===== src/design/pitrap_pkg.sv =====
// pitrap_pkg: shared types, register codes and saturation helpers for the
// PI controller with trapezoidal integration. No dependencies.
package pitrap_pkg;

  // configuration register indexes
  localparam int unsigned CFG_IDX_W = 3;
  localparam logic [CFG_IDX_W-1:0] REG_SETPOINT        = 3'd0;
  localparam logic [CFG_IDX_W-1:0] REG_GAIN_P          = 3'd1;
  localparam logic [CFG_IDX_W-1:0] REG_GAIN_I          = 3'd2;
  localparam logic [CFG_IDX_W-1:0] REG_INTEGRAL_NONNEG = 3'd3;
  localparam logic [CFG_IDX_W-1:0] REG_OUTPUT_NONNEG   = 3'd4;

  localparam logic signed [63:0] S64_MAX = 64'sh7fff_ffff_ffff_ffff;
  localparam logic signed [63:0] S64_MIN = 64'sh8000_0000_0000_0000;

  typedef struct packed {
    logic signed [31:0] setpoint;
    logic signed [31:0] gain_p;
    logic signed [31:0] gain_i;
    logic               integral_nonneg;
    logic               output_nonneg;
  } cfg_t;

  typedef enum logic [3:0] {
    S_IDLE,
    S_EVAL,
    S_SUM,
    S_MINC,
    S_ACC,
    S_MLO,
    S_MHI,
    S_COMB,
    S_DRIVE
  } state_t;

  // operand selection of the shared multiplier
  typedef enum logic [1:0] {
    MUL_INC,
    MUL_PROP,
    MUL_LO,
    MUL_HI
  } mul_sel_t;

  typedef struct packed {
    logic     load_in;
    logic     eval;
    logic     sum;
    logic     mul_en;
    mul_sel_t mul_sel;
    logic     acc;
    logic     save_prop;
    logic     save_lo;
    logic     combine;
    logic     out_load;
  } dp_cmd_t;

  // saturate a 67 bit signed value to 64 bits
  function automatic logic signed [63:0] sat_s67(input logic signed [66:0] v);
    logic same;
    same = (v[66:63] == 4'b0000) || (v[66:63] == 4'b1111);
    if (same) return v[63:0];
    return v[66] ? S64_MIN : S64_MAX;
  endfunction

  // saturate an 80 bit signed value to 64 bits
  function automatic logic signed [63:0] sat_s80(input logic signed [79:0] v);
    logic same;
    same = (v[79:63] == 17'h0_0000) || (v[79:63] == 17'h1_ffff);
    if (same) return v[63:0];
    return v[79] ? S64_MIN : S64_MAX;
  endfunction

  // 64 bit signed add with saturation
  function automatic logic signed [63:0] add_sat64(input logic signed [63:0] a,
                                                   input logic signed [63:0] b);
    logic signed [64:0] s;
    s = {a[63], a} + {b[63], b};
    if (s[64] != s[63]) return s[64] ? S64_MIN : S64_MAX;
    return s[63:0];
  endfunction

endpackage


===== src/design/pitrap_regs.sv =====
// pitrap_regs: configuration register file written through the cfg channel.
// Depends on pitrap_pkg.
module pitrap_regs (
  input  logic                                 clk,
  input  logic                                 rst,
  input  logic                                 cfg_valid,
  output logic                                 cfg_ready,
  input  logic [pitrap_pkg::CFG_IDX_W-1:0]     cfg_index,
  input  logic [31:0]                          cfg_data,
  output pitrap_pkg::cfg_t                     cfg
);

  // always able to take a write
  assign cfg_ready = 1'b1;

  // register decode, unknown indexes ignored
  always_ff @(posedge clk) begin
    if (rst) begin
      cfg <= '0;
    end else if (cfg_valid && cfg_ready) begin
      unique case (cfg_index)
        pitrap_pkg::REG_SETPOINT:        cfg.setpoint        <= $signed(cfg_data);
        pitrap_pkg::REG_GAIN_P:          cfg.gain_p          <= $signed(cfg_data);
        pitrap_pkg::REG_GAIN_I:          cfg.gain_i          <= $signed(cfg_data);
        pitrap_pkg::REG_INTEGRAL_NONNEG: cfg.integral_nonneg <= cfg_data[0];
        pitrap_pkg::REG_OUTPUT_NONNEG:   cfg.output_nonneg   <= cfg_data[0];
        default: ;
      endcase
    end
  end

endmodule


===== src/design/pitrap_ctrl.sv =====
// pitrap_ctrl: sequencer that steps the datapath through one item and owns
// the input stall and output valid. Depends on pitrap_pkg.
module pitrap_ctrl (
  input  logic                 clk,
  input  logic                 rst,
  input  logic                 in_valid,
  output logic                 in_stall,
  output logic                 out_valid,
  input  logic                 out_stall,
  output pitrap_pkg::dp_cmd_t  cmd
);

  pitrap_pkg::state_t state, state_next;
  logic out_free;

  assign out_free = !out_valid || !out_stall;
  assign in_stall = (state != pitrap_pkg::S_IDLE);

  // state register
  always_ff @(posedge clk) begin
    if (rst) begin
      state <= pitrap_pkg::S_IDLE;
    end else begin
      state <= state_next;
    end
  end

  // next state
  always_comb begin
    state_next = state;
    unique case (state)
      pitrap_pkg::S_IDLE:  if (in_valid) state_next = pitrap_pkg::S_EVAL;
      pitrap_pkg::S_EVAL:  state_next = pitrap_pkg::S_SUM;
      pitrap_pkg::S_SUM:   state_next = pitrap_pkg::S_MINC;
      pitrap_pkg::S_MINC:  state_next = pitrap_pkg::S_ACC;
      pitrap_pkg::S_ACC:   state_next = pitrap_pkg::S_MLO;
      pitrap_pkg::S_MLO:   state_next = pitrap_pkg::S_MHI;
      pitrap_pkg::S_MHI:   state_next = pitrap_pkg::S_COMB;
      pitrap_pkg::S_COMB:  state_next = pitrap_pkg::S_DRIVE;
      pitrap_pkg::S_DRIVE: if (out_free) state_next = pitrap_pkg::S_IDLE;
      default:             state_next = pitrap_pkg::S_IDLE;
    endcase
  end

  // datapath commands
  always_comb begin
    cmd = '0;
    cmd.mul_sel = pitrap_pkg::MUL_INC;
    unique case (state)
      pitrap_pkg::S_IDLE: cmd.load_in = in_valid;
      pitrap_pkg::S_EVAL: cmd.eval = 1'b1;
      pitrap_pkg::S_SUM:  cmd.sum = 1'b1;
      pitrap_pkg::S_MINC: begin
        cmd.mul_en  = 1'b1;
        cmd.mul_sel = pitrap_pkg::MUL_INC;
      end
      pitrap_pkg::S_ACC: begin
        cmd.acc     = 1'b1;
        cmd.mul_en  = 1'b1;
        cmd.mul_sel = pitrap_pkg::MUL_PROP;
      end
      pitrap_pkg::S_MLO: begin
        cmd.save_prop = 1'b1;
        cmd.mul_en    = 1'b1;
        cmd.mul_sel   = pitrap_pkg::MUL_LO;
      end
      pitrap_pkg::S_MHI: begin
        cmd.save_lo = 1'b1;
        cmd.mul_en  = 1'b1;
        cmd.mul_sel = pitrap_pkg::MUL_HI;
      end
      pitrap_pkg::S_COMB:  cmd.combine = 1'b1;
      pitrap_pkg::S_DRIVE: cmd.out_load = out_free;
      default: ;
    endcase
  end

  // output valid flag
  always_ff @(posedge clk) begin
    if (rst) begin
      out_valid <= 1'b0;
    end else if (cmd.out_load) begin
      out_valid <= 1'b1;
    end else if (!out_stall) begin
      out_valid <= 1'b0;
    end
  end

endmodule


===== src/design/pitrap_dp.sv =====
// pitrap_dp: error, trapezoid integral and PI term datapath around one shared
// 34x34 signed multiplier, plus the output registers. Depends on pitrap_pkg.
module pitrap_dp (
  input  logic                       clk,
  input  logic                       rst,
  input  pitrap_pkg::cfg_t           cfg,
  input  pitrap_pkg::dp_cmd_t        cmd,
  input  logic signed [31:0]         measured_temp,
  input  logic [31:0]                time_stamp,
  output logic signed [63:0]         drive_out,
  output logic signed [63:0]         prop_term,
  output logic signed [63:0]         integ_term
);

  // item registers
  logic signed [31:0] meas;
  logic [31:0]        now;
  logic signed [32:0] err;
  logic [31:0]        dt;
  logic               adv;
  logic signed [33:0] sum;

  // controller state
  logic signed [63:0] error_integral;
  logic signed [32:0] prev_error;
  logic [31:0]        prev_time;
  logic               started;

  // multiplier and partial results
  logic signed [33:0] mul_a, mul_b;
  logic signed [67:0] prod;
  logic signed [64:0] p_lo;
  logic signed [63:0] prop;
  logic signed [63:0] integ;

  logic signed [63:0] inc;
  logic signed [63:0] integral_sum;
  logic signed [63:0] integral_next;
  logic signed [95:0] full;
  logic signed [63:0] drive_sum;

  // input capture
  always_ff @(posedge clk) begin
    if (cmd.load_in) begin
      meas <= measured_temp;
      now  <= time_stamp;
    end
  end

  // error, time step and advance flag
  always_ff @(posedge clk) begin
    if (cmd.eval) begin
      err <= {cfg.setpoint[31], cfg.setpoint} - {meas[31], meas};
      dt  <= now - prev_time;
      adv <= started && (now > prev_time);
    end
  end

  // error sum; first item uses its own error as the previous one
  always_ff @(posedge clk) begin
    if (cmd.sum) begin
      sum <= {err[32], err} + (started ? {prev_error[32], prev_error} : {err[32], err});
    end
  end

  // state carried from item to item
  always_ff @(posedge clk) begin
    if (rst) begin
      error_integral <= '0;
      prev_error     <= '0;
      prev_time      <= '0;
      started        <= 1'b0;
    end else begin
      if (cmd.sum) begin
        prev_error <= err;
        prev_time  <= now;
        started    <= 1'b1;
      end
      if (cmd.acc) begin
        error_integral <= integral_next;
      end
    end
  end

  // shared multiplier operand select
  always_comb begin
    unique case (cmd.mul_sel)
      pitrap_pkg::MUL_INC: begin
        mul_a = $signed({2'b00, dt});
        mul_b = sum;
      end
      pitrap_pkg::MUL_PROP: begin
        mul_a = {{2{cfg.gain_p[31]}}, cfg.gain_p};
        mul_b = {err[32], err};
      end
      pitrap_pkg::MUL_LO: begin
        mul_a = {{2{cfg.gain_i[31]}}, cfg.gain_i};
        mul_b = $signed({2'b00, error_integral[31:0]});
      end
      pitrap_pkg::MUL_HI: begin
        mul_a = {{2{cfg.gain_i[31]}}, cfg.gain_i};
        mul_b = {{2{error_integral[63]}}, error_integral[63:32]};
      end
      default: begin
        mul_a = '0;
        mul_b = '0;
      end
    endcase
  end

  always_ff @(posedge clk) begin
    if (cmd.mul_en) begin
      prod <= mul_a * mul_b;
    end
  end

  // trapezoid increment: floor half of dt * sum, saturated, then accumulated
  always_comb begin
    inc          = pitrap_pkg::sat_s67(prod[67:1]);
    integral_sum = adv ? pitrap_pkg::add_sat64(error_integral, inc) : error_integral;
    if (cfg.integral_nonneg && integral_sum[63]) begin
      integral_next = '0;
    end else begin
      integral_next = integral_sum;
    end
  end

  // proportional product and low partial product of the integral term
  always_ff @(posedge clk) begin
    if (cmd.save_prop) prop <= prod[63:0];
    if (cmd.save_lo)   p_lo <= prod[64:0];
  end

  // combine high and low partial products, drop 16 fraction bits, saturate
  assign full = $signed({prod[63:0], 32'h0000_0000}) + {{31{p_lo[64]}}, p_lo};

  always_ff @(posedge clk) begin
    if (cmd.combine) begin
      integ <= pitrap_pkg::sat_s80(full[95:16]);
    end
  end

  // output sum with optional clamp at zero
  assign drive_sum = pitrap_pkg::add_sat64(prop, integ);

  always_ff @(posedge clk) begin
    if (cmd.out_load) begin
      drive_out  <= (cfg.output_nonneg && drive_sum[63]) ? 64'sd0 : drive_sum;
      prop_term  <= prop;
      integ_term <= integ;
    end
  end

endmodule


===== src/design/pi_controller_trapezoid_integral.sv =====
// PI temperature controller with trapezoidal error integration.
// Items go through eval, sum, minc, acc, mlo, mhi, comb and drive; the single
// 34x34 multiplier is used four times per item (increment, P term, two halves
// of the I term). A new item is taken only in idle, after the last has been
// loaded into the output register, where it waits while the next item runs.
// Reset (rst, synchronous): clears config, integral, previous error/time.
module pi_controller_trapezoid_integral (
  input  logic                                 clk,
  input  logic                                 rst,
  input  logic                                 cfg_valid,
  output logic                                 cfg_ready,
  input  logic [pitrap_pkg::CFG_IDX_W-1:0]     cfg_index,
  input  logic [31:0]                          cfg_data,
  input  logic                                 in_valid,
  output logic                                 in_stall,
  input  logic signed [31:0]                   measured_temp,
  input  logic [31:0]                          time_stamp,
  output logic                                 out_valid,
  input  logic                                 out_stall,
  output logic signed [63:0]                   drive_out,
  output logic signed [63:0]                   prop_term,
  output logic signed [63:0]                   integ_term
);

  pitrap_pkg::cfg_t    cfg;
  pitrap_pkg::dp_cmd_t cmd;

  pitrap_regs u_regs (
    .clk       (clk),
    .rst       (rst),
    .cfg_valid (cfg_valid),
    .cfg_ready (cfg_ready),
    .cfg_index (cfg_index),
    .cfg_data  (cfg_data),
    .cfg       (cfg)
  );

  pitrap_ctrl u_ctrl (
    .clk       (clk),
    .rst       (rst),
    .in_valid  (in_valid),
    .in_stall  (in_stall),
    .out_valid (out_valid),
    .out_stall (out_stall),
    .cmd       (cmd)
  );

  pitrap_dp u_dp (
    .clk           (clk),
    .rst           (rst),
    .cfg           (cfg),
    .cmd           (cmd),
    .measured_temp (measured_temp),
    .time_stamp    (time_stamp),
    .drive_out     (drive_out),
    .prop_term     (prop_term),
    .integ_term    (integ_term)
  );

endmodule


===== config.mk =====
export PLATFORM = sky130hd
export DESIGN_NAME = pi_controller_trapezoid_integral
export DESIGN_NICKNAME = d
export VERILOG_FILES = /design/src/design/pitrap_pkg.sv /design/src/design/pitrap_regs.sv /design/src/design/pitrap_ctrl.sv /design/src/design/pitrap_dp.sv /design/src/design/pi_controller_trapezoid_integral.sv
export SDC_FILE = /design/constraint.sdc
export NUM_CORES = 2
export LEC_CHECK = 0
export ABC_AREA = 1
export BUFFER_PORTS_ARGS = -buffer_cell sky130_fd_sc_hd__buf_4
export CORE_ASPECT_RATIO = 0.75
export CORE_MARGIN = 4
export CORE_UTILIZATION = 60
export DETAILED_ROUTE_END_ITERATION = 10
export HOLD_SLACK_MARGIN = 0.06
export PLACE_DENSITY = 0.77
export REMOVE_ABC_BUFFERS = 1
export SYNTH_ARGS = -nofsm -noshare
export SYNTH_HDL_FRONTEND = slang
export SYNTH_HIERARCHICAL = 1
export SYNTH_SLANG_ARGS = --single-unit

===== constraint.sdc =====
create_clock -name clk -period 12.22 [get_ports clk]
set_input_delay 1.833 -clock clk [delete_from_list [all_inputs] [get_ports clk]]
set_output_delay 1.833 -clock clk [all_outputs]
set_load 0.05 [all_outputs]

Word-level counts from Yosys, hierarchy flattened
Index checks and enable logic that the tools add are counted.

storage, ports and cells
  logic and storage cells = 114
  register bits after elaboration = 850
  input bits = 104

cells by class
  $add $sub $neg = 6
  multiplexer cells = 36
  multiply operators = 1
  eq/ne operators = 22
  magnitude comparators = 1
  reductions and logical operators = 23

operators by type and width
  operator                                       number
  two-way mux 64 bit                             14
  one-hot mux 34 bit (4 select lines)            1
  adder 64 x 64 -> 65 bit                        2
  one-hot mux 34 bit (3 select lines)            1
  adder 96 bit                                   1
  multiplier 34 x 34 -> 68 bit                   1
  one-hot mux 4 bit (9 select lines)             1
  adder 34 bit                                   1
  two-way mux 34 bit                             1
  subtractor 32 x 32 -> 33 bit                   1
  greater-than comparator 32 bit                 1
  subtractor 32 bit                              1
  == test 17 bit, second input constant          1
  logical NOT 17 bit                             1
  == test 4 x 3 -> 1 bit, second input constant  4
  two-way mux 1 bit                              15
  AND reduction 2 bit                            7
  one-hot mux 3 bit (4 select lines)             1
  == test 4 x 2 -> 1 bit, second input constant  2
  == test 4 bit, second input constant           2
  logical NOT 4 bit                              2
  two-way mux 4 bit                              2
  == test 3 x 2 -> 1 bit, second input constant  2
  == test 2 bit, second input constant           2
  15 further kinds                               22

Depth between registers and ports, before layout
  word-level depth = 12
  depth in mapped cells = 43
  gate-level depth less buffers = 41

Cells and area by module
Netlist, hierarchy kept.

modules (own cells, without submodules)
  module       sequential area each (um^2)  cells an instance  times used  area each (um^2)
  pitrap_dp    20649.8                      10443              1           86770.7
  pitrap_regs  1961.9                       582                1           3983.8
  pitrap_ctrl  100.1                        47                 1           276.5

Worst setup path after synthesis
No wires, ideal clock.

  path kind = input port to flip-flop
  from = input port out_stall
  to = register u_dp.drive_out[0], enable pin
  cell stages on the path = 3
  setup slack = 1577 ps
  required time = 11474 ps
  data arrival time = 9897 ps
  setup time = 746 ps
  cells stage by stage = nand2_1 inv_1 nor2_1

RTL lines
  what                    line                                    RTL
  start: declaration      pi_controller_trapezoid_integral.sv:19  input logic out_stall,
  end signal: assignment  pitrap_dp.sv:148                        drive_out <= (cfg.output_nonneg && drive_sum[63]) ? 64'sd0 : drive_sum;
  end: declaration        pitrap_dp.sv:10                         output logic signed [63:0] drive_out,

==> results.sh <==
export IMPL_outcome="complete, no violations"
export IMPL_rsz0062_at_grt="no"
export IMPL_cts_htree_levels=3
export IMPL_num_io_pins=299
export IMPL_seq_area_frac_synth_pct=24.9
export IMPL_die_h_um=345
export IMPL_vias=80165
export IMPL_grt_pass1_wl_um=506000
export IMPL_period_needed_ns=11.81
export IMPL_period_share_pct=96.6
export IMPL_start_util_pct=60.5
export IMPL_syn_cell_area_mm2=0.0910
export IMPL_hpwl_um=278000
export IMPL_antenna_found_initial=26
export IMPL_route_met3_wl_um=51900
export IMPL_routedWlPerCell_um=25.6
export IMPL_synth_distinct_cells=62
export IMPL_layout_common_cells="2,236 x inv_1, 2,017 x nand2_1, 1,484 x nor2_1"
export IMPL_timing_setup_tns_ns=0
export IMPL_routed_wirelength_um=343000
export IMPL_synth_edf_count=601
export IMPL_post_cts_buffers=0
export IMPL_drt_iter0_drc=11253
export IMPL_coreArea_mm2=0.150
export IMPL_final_common_cell="inv_1"
export IMPL_slew_headroom_pct=9.47
export IMPL_yosys_warnings=6
export IMPL_cp_max_fo=41
export IMPL_end_kind="register"
export IMPL_insertion_delay_ns=0.74
export IMPL_synth_largest_area_cell="fa_1"
export IMPL_synth_ff_type="edfxtp_1"
export IMPL_hold_path_class="register to register"
export IMPL_grt_pass1_vias=79046
export IMPL_clock_skew_ns=0.0656
export IMPL_fmaxAchievable_mhz=84.7
export IMPL_top_layer_used="met5"
export IMPL_tightest_slew_ns=1.36
export IMPL_hold_path_depth=0
export IMPL_grt_usage_pct=43.1
export IMPL_ctsResizeCount=0
export IMPL_dieArea_mm2=0.158
export IMPL_route_detailed_drc=0
export IMPL_drt_met1_wl_um=132000
export IMPL_portBuffers=297
export IMPL_maxCapViolations=0
export IMPL_cts_tree="done"
export IMPL_clk_pin_slew_ns=0.07
export IMPL_area_growth_pct=8.45
export IMPL_numCtsBuffers=89
export IMPL_drt_pass1_iterations=7
export IMPL_slowest_delay_ns=1.00
export IMPL_hold_buffers=0
export IMPL_overflow=0
export IMPL_routabilityCongestion=1.07
export IMPL_cts_root_buf="clkbuf_16"
export IMPL_postRouteAntennaNets=0
export IMPL_grt_max_degree=172
export IMPL_async_flop_share_pct=0
export IMPL_cts_buffer_depth=3
export IMPL_critPathKind="register to register"
export IMPL_drv_slew=0
export IMPL_rows=123
export IMPL_synth_top_cell_area_share_pct=26.9
export IMPL_viasPerCell=6.00
export IMPL_reg2regPathDepth=35
export IMPL_synth_area_top_cells="fa_1 27%, edfxtp_1 20%, inv_1 9.2%, nand2_1 8.3%, ha_1 6.7%"
export IMPL_avgSynthCellArea_um2=8.22
export IMPL_critical_path_required_ns=12.69
export IMPL_arrival_ns=12.28
export IMPL_critPathLaunchType="register"
export IMPL_synth_seq_cells=834
export IMPL_hold_violations=0
export IMPL_netlist_instances=11072
export IMPL_setup_violations=0
export IMPL_die_width_um=458
export IMPL_dr_wl_met2_um=138000
export IMPL_clock_sinks=834
export IMPL_drive_gt1_share_pct=6.84
export IMPL_nets=13100
export IMPL_slowest_stage="inv_1"
export IMPL_final_util_pct=65.7
[cells in the mapped netlist (47+ instances only)]
| cell type | n |
|---|---|
| nor2_1 | 1489 |
| edfxtp_1 | 601 |
| clkbuf_1 | 260 |
| dfxtp_1 | 233 |
| nor3_1 | 55 |
| xnor2_1 | 132 |
| a21o_1 | 89 |
| xor2_1 | 183 |
| inv_1 | 2239 |
| o21a_1 | 51 |
| nand3_1 | 415 |
| buf_2 | 47 |
| ha_1 | 491 |
| o21ai_0 | 455 |
| a21oi_1 | 583 |
| fa_1 | 1224 |
| nand2_1 | 2019 |
[kinds of logic after synthesis]
kind of cell / Yosys count / share of synthesized area, %
buffers and inverters: 2645 / 11.2
other: 1 / 0.00412
adder cells (fa/ha/maj): 1715 / 33.7
flip-flops: 834 / 24.9
XOR/XNOR: 315 / 3.03
AO/OA/AOI/OAI: 1413 / 8.86
AND/OR/NAND/NOR: 4149 / 18.3
[area by class of cell]
| type | count | area [um^2] |
|---|---|---|
| repair buffers | 481 | 3620 |
| clock inverters | 43 | 443 |
| multi-input cells | 7593 | 58300 |
| well taps | 2000 | 2500 |
| flip-flops and latches | 834 | 22700 |
| diodes | 12 | 30.0 |
| fillers | 12394 | 51600 |
| inverters | 2282 | 8570 |
| clock buffers | 119 | 2540 |
[routing by layer]
layer  track usage, %  up-vias
met1             59.5    38324
met4             20.4       12
li1                 -    34681
met2             60.1     5972
met3             15.9     1176
met5             1.21        -
[registers in the layout, summed over array words and instances (netlist names), 33 cells and up]
name / flops
u_dp/prod: 68
u_dp/err: 33
u_dp/prop_term: 64
u_dp/drive_out: 64
u_regs/cfg: 98
u_dp/prop: 64
u_dp/integ: 64
u_dp/p_lo: 49
u_dp/integ_term: 64
u_dp/prev_error: 33
u_dp/error_integral: 64
u_dp/sum: 34
[critical path, delay by kind of cell, from the launching register on]
kind,cells,cell delay (ns)
adder cells (fa/ha/maj),9,4.43
AND/OR/NAND/NOR,7,1.13
flip-flops,1,0.39
XOR/XNOR,1,0.17
AO/OA/AOI/OAI,7,2.59
buffers and inverters,11,2.79
[stage by stage]
stage          worst slack [ns]  area, um^2  hold WS [ns]  cells
6_report                  0.413       98700         0.457  13364
5_1_grt                   0.206       98700         0.470  13352
4_1_cts                   0.752       98700         0.449  13352
3_5_place_dp              0.824       95700         0.448  13190
3_3_place_gp               1.06       95700         0.439  13190
2_1_floorplan             0.515       89400         0.431  10709
[final timing paths]
check                       start                 end  slack (ns)
setup / recovery  u_ctrl/state[0]       u_dp/prod[41]        0.41
hold / removal      u_dp/prop[33]  u_dp/prop_term[33]        0.46
hold reg to reg     u_dp/prop[33]  u_dp/prop_term[33]        0.46
setup reg to reg  u_ctrl/state[0]       u_dp/prod[41]        0.41
Power is left out: the tool's default activity adds up to more than one toggle a clock period on the data nets, which glitch-free logic cannot reach.
